[config.mk]
export PLATFORM = sky130hd
export DESIGN_NAME = create_index_token_parser_top
export DESIGN_NICKNAME = d
export VERILOG_FILES = /design/src/hw/rtl/citp_pkg.sv /design/src/hw/rtl/create_index_token_parser_top.sv
export SDC_FILE = /design/constraint.sdc
export NUM_CORES = 1
export LEC_CHECK = 0
export ABC_AREA = 1
export BUFFER_PORTS_ARGS = -buffer_cell sky130_fd_sc_hd__buf_2
export CAP_MARGIN = 20
export CORE_MARGIN = 2
export CORE_UTILIZATION = 50
export CTS_CLUSTER_SIZE = 20
export DETAILED_ROUTE_END_ITERATION = 7
export GPL_TIMING_DRIVEN = 0
export PLACE_DENSITY = 0.71
export SYNTH_ARGS = -nofsm -noshare
export SYNTH_HDL_FRONTEND = slang
export SYNTH_SLANG_ARGS = --single-unit
[constraint.sdc]
create_clock -name clk -period 2.2 [get_ports clk]
set_clock_uncertainty 0.15 [all_clocks]
set_input_delay 0 -clock clk [delete_from_list [all_inputs] [get_ports clk]]
set_output_delay 0 -clock clk [all_outputs]
set_load 0.01 [all_outputs]
[src/hw/rtl/citp_pkg.sv]
`default_nettype none

package citp_pkg;

	localparam int KIND_W   = 5;
	localparam int HANDLE_W = 16;
	localparam int EVENT_W  = 4;

	// Token kinds from the scanner.
	localparam logic [KIND_W-1:0] TK_END     = 5'd0;
	localparam logic [KIND_W-1:0] TK_CREATE  = 5'd1;
	localparam logic [KIND_W-1:0] TK_UNIQUE  = 5'd2;
	localparam logic [KIND_W-1:0] TK_INDEX   = 5'd3;
	localparam logic [KIND_W-1:0] TK_IF      = 5'd4;
	localparam logic [KIND_W-1:0] TK_NOT     = 5'd5;
	localparam logic [KIND_W-1:0] TK_EXISTS  = 5'd6;
	localparam logic [KIND_W-1:0] TK_IDENT   = 5'd7;
	localparam logic [KIND_W-1:0] TK_DOT     = 5'd8;
	localparam logic [KIND_W-1:0] TK_ON      = 5'd9;
	localparam logic [KIND_W-1:0] TK_LPAREN  = 5'd10;
	localparam logic [KIND_W-1:0] TK_RPAREN  = 5'd11;
	localparam logic [KIND_W-1:0] TK_COMMA   = 5'd12;
	localparam logic [KIND_W-1:0] TK_COLLATE = 5'd13;
	localparam logic [KIND_W-1:0] TK_ASC     = 5'd14;
	localparam logic [KIND_W-1:0] TK_DESC    = 5'd15;

	// Events reported for each token.
	localparam logic [EVENT_W-1:0] EV_NONE    = 4'd0;
	localparam logic [EVENT_W-1:0] EV_NAME    = 4'd1;
	localparam logic [EVENT_W-1:0] EV_TABLE   = 4'd2;
	localparam logic [EVENT_W-1:0] EV_COLUMN  = 4'd3;
	localparam logic [EVENT_W-1:0] EV_COLLATE = 4'd4;
	localparam logic [EVENT_W-1:0] EV_SORT    = 4'd5;
	localparam logic [EVENT_W-1:0] EV_COLDONE = 4'd6;
	localparam logic [EVENT_W-1:0] EV_ACCEPT  = 4'd7;
	localparam logic [EVENT_W-1:0] EV_ERROR   = 4'd8;
	localparam logic [EVENT_W-1:0] EV_EARLY   = 4'd9;
	localparam logic [EVENT_W-1:0] EV_IGNORED = 4'd10;

	typedef enum logic [17:0] {
		ST_START    = 18'h00001,
		ST_CREATE   = 18'h00002,
		ST_UNIQUE   = 18'h00004,
		ST_INDEX    = 18'h00008,
		ST_IF       = 18'h00010,
		ST_IFNOT    = 18'h00020,
		ST_IFNOTEX  = 18'h00040,
		ST_DB       = 18'h00080,
		ST_DBDOT    = 18'h00100,
		ST_NAME     = 18'h00200,
		ST_ON       = 18'h00400,
		ST_TABLE    = 18'h00800,
		ST_COLLIST  = 18'h01000,
		ST_COL      = 18'h02000,
		ST_COLLATE  = 18'h04000,
		ST_COLLNAME = 18'h08000,
		ST_SORT     = 18'h10000,
		ST_DONE     = 18'h20000
	} state_t;

endpackage

`default_nettype wire

[src/hw/rtl/create_index_token_parser_top.sv]
// Channel   Direction  Handshake           Payload
// token     in         in_valid/in_ready   first_token, token_kind, value_handle,
//                                          is_database_name
// event     out        out_valid/out_ready event_res, captured_handle, unique_index
//
// One token is taken per cycle while the result is not stalled; its event
// passes from the input register into the result register and is on the
// outputs from there.
// The parser state advances when a token moves from the input register into
// the result register, so at most one state transition is made per cycle.
// arst_n clears the valid flags, returns the parser to the start state and
// clears the unique flag.
// A stalled result holds the input register; in_ready stays high while that
// register is empty or is moving forward in the same cycle.
`default_nettype none

module create_index_token_parser_top #(
	parameter int HANDLE_BITS = 16
) (
	input  wire logic                                 clk,
	input  wire logic                                 arst_n,
	input  wire logic                                 in_valid,
	output logic                                      in_ready,
	input  wire logic                                 first_token,
	input  wire logic [citp_pkg::KIND_W-1:0]          token_kind,
	input  wire logic [citp_pkg::HANDLE_W-1:0]        value_handle,
	input  wire logic                                 is_database_name,
	output logic                                      out_valid,
	input  wire logic                                 out_ready,
	output logic [citp_pkg::EVENT_W-1:0]              event_res,
	output logic [citp_pkg::HANDLE_W-1:0]             captured_handle,
	output logic                                      unique_index
);

	// Captured text handles never carry more bits than the port holds.
	localparam int CAP_BITS = (HANDLE_BITS < citp_pkg::HANDLE_W) ?
		HANDLE_BITS : citp_pkg::HANDLE_W;

	logic                             valid_s1;
	logic                             first_s1;
	logic [citp_pkg::KIND_W-1:0]      kind_s1;
	logic [citp_pkg::HANDLE_W-1:0]    handle_s1;
	logic                             isdb_s1;

	logic                             valid_s2;
	logic [citp_pkg::EVENT_W-1:0]     event_s2;
	logic [CAP_BITS-1:0]              cap_s2;
	logic                             unique_s2;

	citp_pkg::state_t                 state_q;
	logic                             unique_q;

	citp_pkg::state_t                 cur_state;
	citp_pkg::state_t                 nxt_state;
	logic                             cur_unique;
	logic [citp_pkg::EVENT_W-1:0]     ev;
	logic                             cap;
	logic                             ident;
	logic                             sort_kw;
	logic                             advance;

	assign advance  = valid_s1 && (!valid_s2 || out_ready);
	assign in_ready = !valid_s1 || advance;

	assign ident   = (kind_s1 == citp_pkg::TK_IDENT);
	assign sort_kw = (kind_s1 == citp_pkg::TK_ASC) || (kind_s1 == citp_pkg::TK_DESC);

	always_comb begin
		cur_state  = first_s1 ? citp_pkg::ST_START : state_q;
		cur_unique = first_s1 ? 1'b0 : unique_q;
		ev         = citp_pkg::EV_ERROR;
		nxt_state  = citp_pkg::ST_DONE;
		cap        = 1'b0;

		if (cur_state == citp_pkg::ST_DONE) begin
			ev = citp_pkg::EV_IGNORED;
		end else if (kind_s1 == citp_pkg::TK_END) begin
			// Lookahead states still owe a token, so an end there is a syntax error.
			ev = ((cur_state == citp_pkg::ST_IFNOT) || (cur_state == citp_pkg::ST_DBDOT)) ?
				citp_pkg::EV_ERROR : citp_pkg::EV_EARLY;
		end else begin
			unique case (cur_state)
				citp_pkg::ST_START: begin
					if (kind_s1 == citp_pkg::TK_CREATE) begin
						ev = citp_pkg::EV_NONE;
						nxt_state = citp_pkg::ST_CREATE;
					end
				end
				citp_pkg::ST_CREATE: begin
					if (kind_s1 == citp_pkg::TK_UNIQUE) begin
						ev = citp_pkg::EV_NONE;
						nxt_state = citp_pkg::ST_UNIQUE;
						cur_unique = 1'b1;
					end else if (kind_s1 == citp_pkg::TK_INDEX) begin
						ev = citp_pkg::EV_NONE;
						nxt_state = citp_pkg::ST_INDEX;
						cur_unique = 1'b0;
					end
				end
				citp_pkg::ST_UNIQUE: begin
					if (kind_s1 == citp_pkg::TK_INDEX) begin
						ev = citp_pkg::EV_NONE;
						nxt_state = citp_pkg::ST_INDEX;
					end
				end
				citp_pkg::ST_INDEX, citp_pkg::ST_IFNOTEX: begin
					if ((cur_state == citp_pkg::ST_INDEX) && (kind_s1 == citp_pkg::TK_IF)) begin
						ev = citp_pkg::EV_NONE;
						nxt_state = citp_pkg::ST_IF;
					end else if (ident && isdb_s1) begin
						ev = citp_pkg::EV_NONE;
						nxt_state = citp_pkg::ST_DB;
					end else if (ident) begin
						ev = citp_pkg::EV_NAME;
						cap = 1'b1;
						nxt_state = citp_pkg::ST_NAME;
					end
				end
				citp_pkg::ST_IF: begin
					if (kind_s1 == citp_pkg::TK_NOT) begin
						ev = citp_pkg::EV_NONE;
						nxt_state = citp_pkg::ST_IFNOT;
					end
				end
				citp_pkg::ST_IFNOT: begin
					if (kind_s1 == citp_pkg::TK_EXISTS) begin
						ev = citp_pkg::EV_NONE;
						nxt_state = citp_pkg::ST_IFNOTEX;
					end
				end
				citp_pkg::ST_DB: begin
					if (kind_s1 == citp_pkg::TK_DOT) begin
						ev = citp_pkg::EV_NONE;
						nxt_state = citp_pkg::ST_DBDOT;
					end
				end
				citp_pkg::ST_DBDOT: begin
					if (ident) begin
						ev = citp_pkg::EV_NAME;
						cap = 1'b1;
						nxt_state = citp_pkg::ST_NAME;
					end
				end
				citp_pkg::ST_NAME: begin
					if (kind_s1 == citp_pkg::TK_ON) begin
						ev = citp_pkg::EV_NONE;
						nxt_state = citp_pkg::ST_ON;
					end
				end
				citp_pkg::ST_ON: begin
					if (ident) begin
						ev = citp_pkg::EV_TABLE;
						cap = 1'b1;
						nxt_state = citp_pkg::ST_TABLE;
					end
				end
				citp_pkg::ST_TABLE: begin
					if (kind_s1 == citp_pkg::TK_LPAREN) begin
						ev = citp_pkg::EV_NONE;
						nxt_state = citp_pkg::ST_COLLIST;
					end
				end
				citp_pkg::ST_COLLIST: begin
					if (ident) begin
						ev = citp_pkg::EV_COLUMN;
						cap = 1'b1;
						nxt_state = citp_pkg::ST_COL;
					end
				end
				citp_pkg::ST_COLLATE: begin
					if (ident) begin
						ev = citp_pkg::EV_COLLATE;
						cap = 1'b1;
						nxt_state = citp_pkg::ST_COLLNAME;
					end
				end
				citp_pkg::ST_COL, citp_pkg::ST_COLLNAME, citp_pkg::ST_SORT: begin
					if ((cur_state == citp_pkg::ST_COL) && (kind_s1 == citp_pkg::TK_COLLATE)) begin
						ev = citp_pkg::EV_NONE;
						nxt_state = citp_pkg::ST_COLLATE;
					end else if ((cur_state != citp_pkg::ST_SORT) && sort_kw) begin
						ev = citp_pkg::EV_SORT;
						cap = 1'b1;
						nxt_state = citp_pkg::ST_SORT;
					end else if (kind_s1 == citp_pkg::TK_COMMA) begin
						ev = citp_pkg::EV_COLDONE;
						nxt_state = citp_pkg::ST_COLLIST;
					end else if (kind_s1 == citp_pkg::TK_RPAREN) begin
						ev = citp_pkg::EV_ACCEPT;
						nxt_state = citp_pkg::ST_DONE;
					end
				end
				default: begin
					ev = citp_pkg::EV_IGNORED;
				end
			endcase
		end
	end

	always_ff @(posedge clk or negedge arst_n) begin
		if (!arst_n) begin
			valid_s1 <= 1'b0;
			valid_s2 <= 1'b0;
			state_q  <= citp_pkg::ST_START;
			unique_q <= 1'b0;
		end else begin
			if (in_ready) begin
				valid_s1 <= in_valid;
			end
			if (!valid_s2 || out_ready) begin
				valid_s2 <= valid_s1;
			end
			if (advance) begin
				state_q  <= nxt_state;
				unique_q <= cur_unique;
			end
		end
	end

	always_ff @(posedge clk) begin
		if (in_ready && in_valid) begin
			first_s1  <= first_token;
			kind_s1   <= token_kind;
			handle_s1 <= value_handle;
			isdb_s1   <= is_database_name;
		end
		if (advance) begin
			event_s2  <= ev;
			cap_s2    <= cap ? handle_s1[CAP_BITS-1:0] : '0;
			unique_s2 <= cur_unique;
		end
	end

	assign out_valid       = valid_s2;
	assign event_res       = event_s2;
	assign captured_handle = citp_pkg::HANDLE_W'(cap_s2);
	assign unique_index    = unique_s2;

	// Only text-capturing events may carry a nonzero handle.
	a_handle_only_on_capture: assert property (@(posedge clk) disable iff (!arst_n)
		(valid_s2 && (captured_handle != '0)) |->
		((event_res == citp_pkg::EV_NAME) || (event_res == citp_pkg::EV_TABLE) ||
		 (event_res == citp_pkg::EV_COLUMN) || (event_res == citp_pkg::EV_COLLATE) ||
		 (event_res == citp_pkg::EV_SORT)))
		else $error("handle reported with a non-capturing event");

	// An accepted statement leaves the parser finished.
	a_accept_finishes: assert property (@(posedge clk) disable iff (!arst_n)
		(advance && (ev == citp_pkg::EV_ACCEPT)) |=> (state_q == citp_pkg::ST_DONE))
		else $error("parser not finished after accepted statement");

	// Back pressure on the input only comes from a held input register.
	a_ready_low_only_when_full: assert property (@(posedge clk) disable iff (!arst_n)
		!in_ready |-> (valid_s1 && valid_s2 && !out_ready))
		else $error("input stalled without a full pipeline");

	// A token moving forward always lands in the result register.
	a_advance_fills_result: assert property (@(posedge clk) disable iff (!arst_n)
		advance |=> valid_s2)
		else $error("advanced token lost");

	// A finished parser only reports ignored tokens until a restart.
	a_done_ignores: assert property (@(posedge clk) disable iff (!arst_n)
		(advance && !first_s1 && (state_q == citp_pkg::ST_DONE)) |->
		(ev == citp_pkg::EV_IGNORED))
		else $error("finished parser reported a live event");

endmodule

`default_nettype wire
## Word-level counts from Yosys, hierarchy flattened

Cells that the tools add are included.
W data, S select, Z words.

- Multiplexer cells: 56
- Reduce and logical (&&, ||, !) cells: 16
- Equality and inequality tests: 34

Operator list:

| operator | number |
|---|---|
| $mux W18 | 20 |
| $pmux W18 S14 | 1 |
| $mux W4 | 19 |
| $pmux W4 S14 | 1 |
| $eq A5 B4 Y1 const B | 8 |
| $eq A5 B3 Y1 const B | 4 |
| $eq A18 B1 Y1 const B | 1 |
| $eq A18 B10 Y1 const B | 1 |
| $eq A18 B11 Y1 const B | 1 |
| $eq A18 B12 Y1 const B | 1 |
| $eq A18 B13 Y1 const B | 1 |
| $eq A18 B14 Y1 const B | 1 |
| $eq A18 B15 Y1 const B | 1 |
| $eq A18 B16 Y1 const B | 1 |
| $eq A18 B17 Y1 const B | 1 |
| $eq A18 B18 Y1 const B | 1 |
| $eq A18 B2 Y1 const B | 1 |
| $eq A18 B3 Y1 const B | 1 |
| $eq A18 B4 Y1 const B | 1 |
| $eq A18 B5 Y1 const B | 1 |
| $eq A18 B6 Y1 const B | 1 |
| $eq A18 B7 Y1 const B | 1 |
| $eq A18 B8 Y1 const B | 1 |
| $eq A18 B9 Y1 const B | 1 |
| 12 further kinds | 35 |

- Register bits: 65
- Word-level logic and storage cells: 117
- Input port bits: 27

## Logic depth before layout (Yosys ltp)

- Depth after elaboration: 8
- Gate-level depth with buffers: 16
- Mapped depth without buffers: 15

## Worst setup path before layout

No wires, ideal clock.

- Kind: reg-to-reg
- Start point: register valid_s2, in the netlist out_valid
- End point: register cap_s2[0], in the netlist captured_handle[0] (enable)
- Library setup time: 393 ps
- Arrival time: 1,547 ps
- Required time: 1,657 ps
- Cell stages (with the launch flop): 5
- Slack: 110 ps
- Cell sequence: dfrtp_1 nand2_1 nand2_1 inv_1 clkbuf_1

- Cells in the longest elaborated chain, start to end: 3

RTL lines:

| element | line | source |
|---|---|---|
| start: declaration | create_index_token_parser_top.sv:45 | `logic valid_s2;` |
| start signal: assignment | create_index_token_parser_top.sv:211 | `valid_s2 <= valid_s1;` |
| $logic_not A1 Y1 | create_index_token_parser_top.sv:62 | `assign advance = valid_s1 && (!valid_s2 \|\| out_ready);` |
| $logic_or A1 B1 Y1 | create_index_token_parser_top.sv:62 |  |
| $logic_and A1 B1 Y1 | create_index_token_parser_top.sv:62 |  |
| net advance | create_index_token_parser_top.sv:60 | `logic advance;` |
| end signal: assignment | create_index_token_parser_top.sv:229 | `cap_s2 <= cap ? handle_s1[CAP_BITS-1:0] : '0;` |
| end: declaration | create_index_token_parser_top.sv:47 | `logic [CAP_BITS-1:0] cap_s2;` |

The timed path passes the listed nets, and every way through them passes these cells.
A chain may end at the register's enable or synchronous reset.

## Final worst setup path

- Start point: register first_s1
- End point: register event_s2 (netlist bit event_res[1]), data pin

- Cells in the longest elaborated chain, start to end: 7

RTL lines:

| element | line | source |
|---|---|---|
| start: declaration | create_index_token_parser_top.sv:40 | `logic first_s1;` |
| start signal: assignment | create_index_token_parser_top.sv:222 | `first_s1 <= first_token;` |
| $mux W18 (*) | create_index_token_parser_top.sv:69 | `cur_state = first_s1 ? citp_pkg::ST_START : state_q;` |
| $ne A18 B17 Y1 | create_index_token_parser_top.sv:181 | `end else if ((cur_state != citp_pkg::ST_SORT) && sort_kw) begin` |
| $logic_and A1 B1 Y1 | create_index_token_parser_top.sv:181 |  |
| $mux W4 | create_index_token_parser_top.sv:181 |  |
| $mux W4 | create_index_token_parser_top.sv:178 | `if ((cur_state == citp_pkg::ST_COL) && (kind_s1 == citp_pkg::TK_COLLATE)) begin` |
| $pmux W4 S14 | create_index_token_parser_top.sv:82 | `unique case (cur_state)` |
| $mux W4 | create_index_token_parser_top.sv:77 | `end else if (kind_s1 == citp_pkg::TK_END) begin` |
| end signal: assignment | create_index_token_parser_top.sv:228 | `event_s2 <= ev;` |
| end: declaration | create_index_token_parser_top.sv:46 | `logic [citp_pkg::EVENT_W-1:0] event_s2;` |

Mark *: on every way between the ends. The rest lies on a longest branch, timed or not.

==> metrics.txt <==
clk root buf clkbuf_8; Clock Latency Late Sink 0.35 ns; Switch Pwr 0.882 mW; largest area contributor in the netlist edfxtp_1; crit path max fanout 10; Clock Path Buffers 2; reg2reg start first_s1; CTS tree yes; combinational power share 16.9%; Worst Setup End Kind flop; Wirelength per Cell 15.6 µm; post-synthesis cell count 413; EDFF count, synth 44; layout cell share with drive strength beyond 1 33.2%; Worst EP required 2.16 ns; mapped cell area 0.00353 mm²; clock-pin slew on the worst setup and hold paths 0.08 ns; Placement Cell Area 0.00389 mm²; total track usage 26.2%; Final ANT Viol Nets 0; final net count 555; Main synth FF type edfxtp_1; Max-Cap Viols 0; slew at the pin with the worst max-slew slack 0.859 ns; post-route clock period utilization 111%; post-route setup slack -0.246 ns; Netlist cell types 32; failing checks negative setup slack; antenna violations before repair 0; via count 3391; Reg power frac 46.8%; gpl congestion 0.934; # clock sinks 65; status complete, but fails checks; Reg2Reg Setup Slack -0.25 ns; clock share of power 36.3%; FF-to-FF path depth 16; first-pass GRT wire length 15.0 mm; syn_nets 440; placed wire-length estimate 6.26 mm; Final Routed Wirelength 9.81 mm; TNS Setup -5.35 ns; area grow syn2layout 38.3%; Die ar. 0.00774 mm²; post-DR vias/cell 5.39; Area contributors post-synth edfxtp_1 (37%), dfrtp_1 (14%), nand2_1 (11%); vias in the first global route 3065; core area 0.00679 mm²; share of flip-flops with an asynchronous set or reset 32.3%; largest net degree at the start of global routing 31; initial core utilization 51.9%; CP Launch Point first_s1; utilization after layout 71.7%; Post-route DRC 0; sequential element share of the synthesized area 52.4%; Diodes inserted 0; share of the synthesized area in the top cell type 37.5%; Sw Ratio 28.2%; end of the worst register-to-register path event_res[1]; RSZ-0062 raised after global routing yes; IO Port Bufs 49; H-tree depth 3; Synth top cells by count nand2_1 (101), inv_1 (55), nor2_1 (54); post-route cell area 0.00487 mm²; Max Slew Vio Count 0; GRT overflow 0; setup violators final 32; peak supply drop 0.458 mV; Ports 50; WP data arrival 2.41 ns; DR pass1 iterations 6; CTS buffer count 9; FMAX 0.409 GHz; Worst slew margin 42.7%; Rows 30; Int Power 2.24 mW; Lkg Pwr 2.31 nW; Min-Delay Path Class in -> async; power per cell area 641 mW/mm²; Setup Crit Path Kind reg -> reg; Power Total 3.13 mW; Syn Area/Cell 8.54 µm²; post-route minimum period 2.45 ns; Iteration-0 DRC Markers 281; Die Y 88.0 µm; CP Launch Type flop; Die Width 88.0 µm; Synthesis Warnings 0; final hold violation count 0; most common cell in the netlist nand2_1; synthesis-stage register bit count 65
registers in the layout, indices dropped and copies added, names as in the netlist:
name / count
captured_handle: 16
event_res: 4
first_s1: 1
handle_s1: 16
isdb_s1: 1
kind_s1: 5
out_valid: 1
state_q: 18
unique_index: 1
unique_q: 1
valid_s1: 1
through the flow:
stage	instances	setup WS [ns]	hold WS, ns
finish	629	-0.246	0.00414
global route	629	-0.329	0.0517
CTS	621	-0.173	0.0168
detailed placement	558	-0.247	-0.143
global placement	558	-0.598	-0.150
floorplan	413	0.110	-0.446
cell usage in the layout, fill, tap and decap left out, drive strengths merged:
cell type,Yosys,layout
a21oi,3,3
buf,5,80
bufinv,0,2
clkbuf,3,11
clkinv,0,3
clkinvlp,0,2
dfrtp,20,20
dfstp,1,1
dlygate4sd3,0,28
edfxtp,44,44
inv,60,61
nand2,113,113
nand3,39,39
nand3b,3,3
nand4,19,19
nor2,65,66
nor3,9,9
o21a,1,1
o21ai,23,23
o221ai,1,1
o22ai,1,1
o31ai,2,2
o41ai,1,1
layout make-up:
class	instances	area, µm²
Fill cell	519	1920
Sequential cell	65	1850
Multi-Input combinational cell	281	1630
Timing Repair Buffer	102	742
Inverter	60	228
Clock buffer	9	124
Tap cell	96	120
Clock inverter	7	93.8
Buffer	8	81.3
Timing Repair inverter	1	7.51
timing repair:
item | in CTS | in global routing
cloned | 4 | 0
endpoints found under the setup margin | 29 | 57
pin swaps | 14 | 8
gates resized for setup | 49 | 27
setup buffers | 15 | 8
hold endpoints to repair | 46 | 0
hold buffers | 28 | 0
layer usage:
metal	global-route usage, %	share of wire, %	vias up	routed length (µm)
li1	-	-	1595	-
met1	34.1	39	1566	3870
met2	42.7	49	195	4810
met3	5.47	8.4	35	822
met4	10.9	3.1	0	304
met5	0	0	-	0
power by group through the flow:
stage	registers [mW]	logic (mW)	clock network, mW
global placement	1.48	0.393	0
floorplan	1.51	0.220	0
finish	1.46	0.528	1.13
global route	1.47	0.569	1.19
detailed placement	1.48	0.400	0
CTS	1.46	0.484	1.14
worst max-delay path: stages (launching register included):
cell and delay (ns):
edfxtp_1 0.53, inv_4 0.11, buf_12 0.17, nand2_1 0.08
nand2_1 0.09, nor2_2 0.15, nand2_2 0.11, nor2_4 0.15
nand2_2 0.08, nand2_2 0.12, inv_1 0.05, nand2_1 0.07
nor2_2 0.05, nand2_4 0.10, nand3b_1 0.08, nand2_1 0.06
nand2_1 0.06
kinds of logic (layout without fill, tap and decap cells):
| kind of cell | after synthesis | count (layout) | share of synthesized area [%] |
|---|---|---|---|
| AO/OA/AOI/OAI | 32 | 32 | 5.64 |
| buffers and inverters | 68 | 187 | 8.20 |
| flip-flops | 65 | 65 | 52.4 |
| AND/OR/NAND/NOR | 248 | 249 | 33.7 |
worst max-delay path by stage:
stage | end | depth (start not counted)
after floorplan | captured_handle[0] | 4
after global placement | state_q[6] | 6
after detailed placement | captured_handle[10] | 12
after CTS | event_res[1] | 14
after global routing | captured_handle[9] | 12
final | event_res[1] | 16
Power figures use the tool's default switching activity.
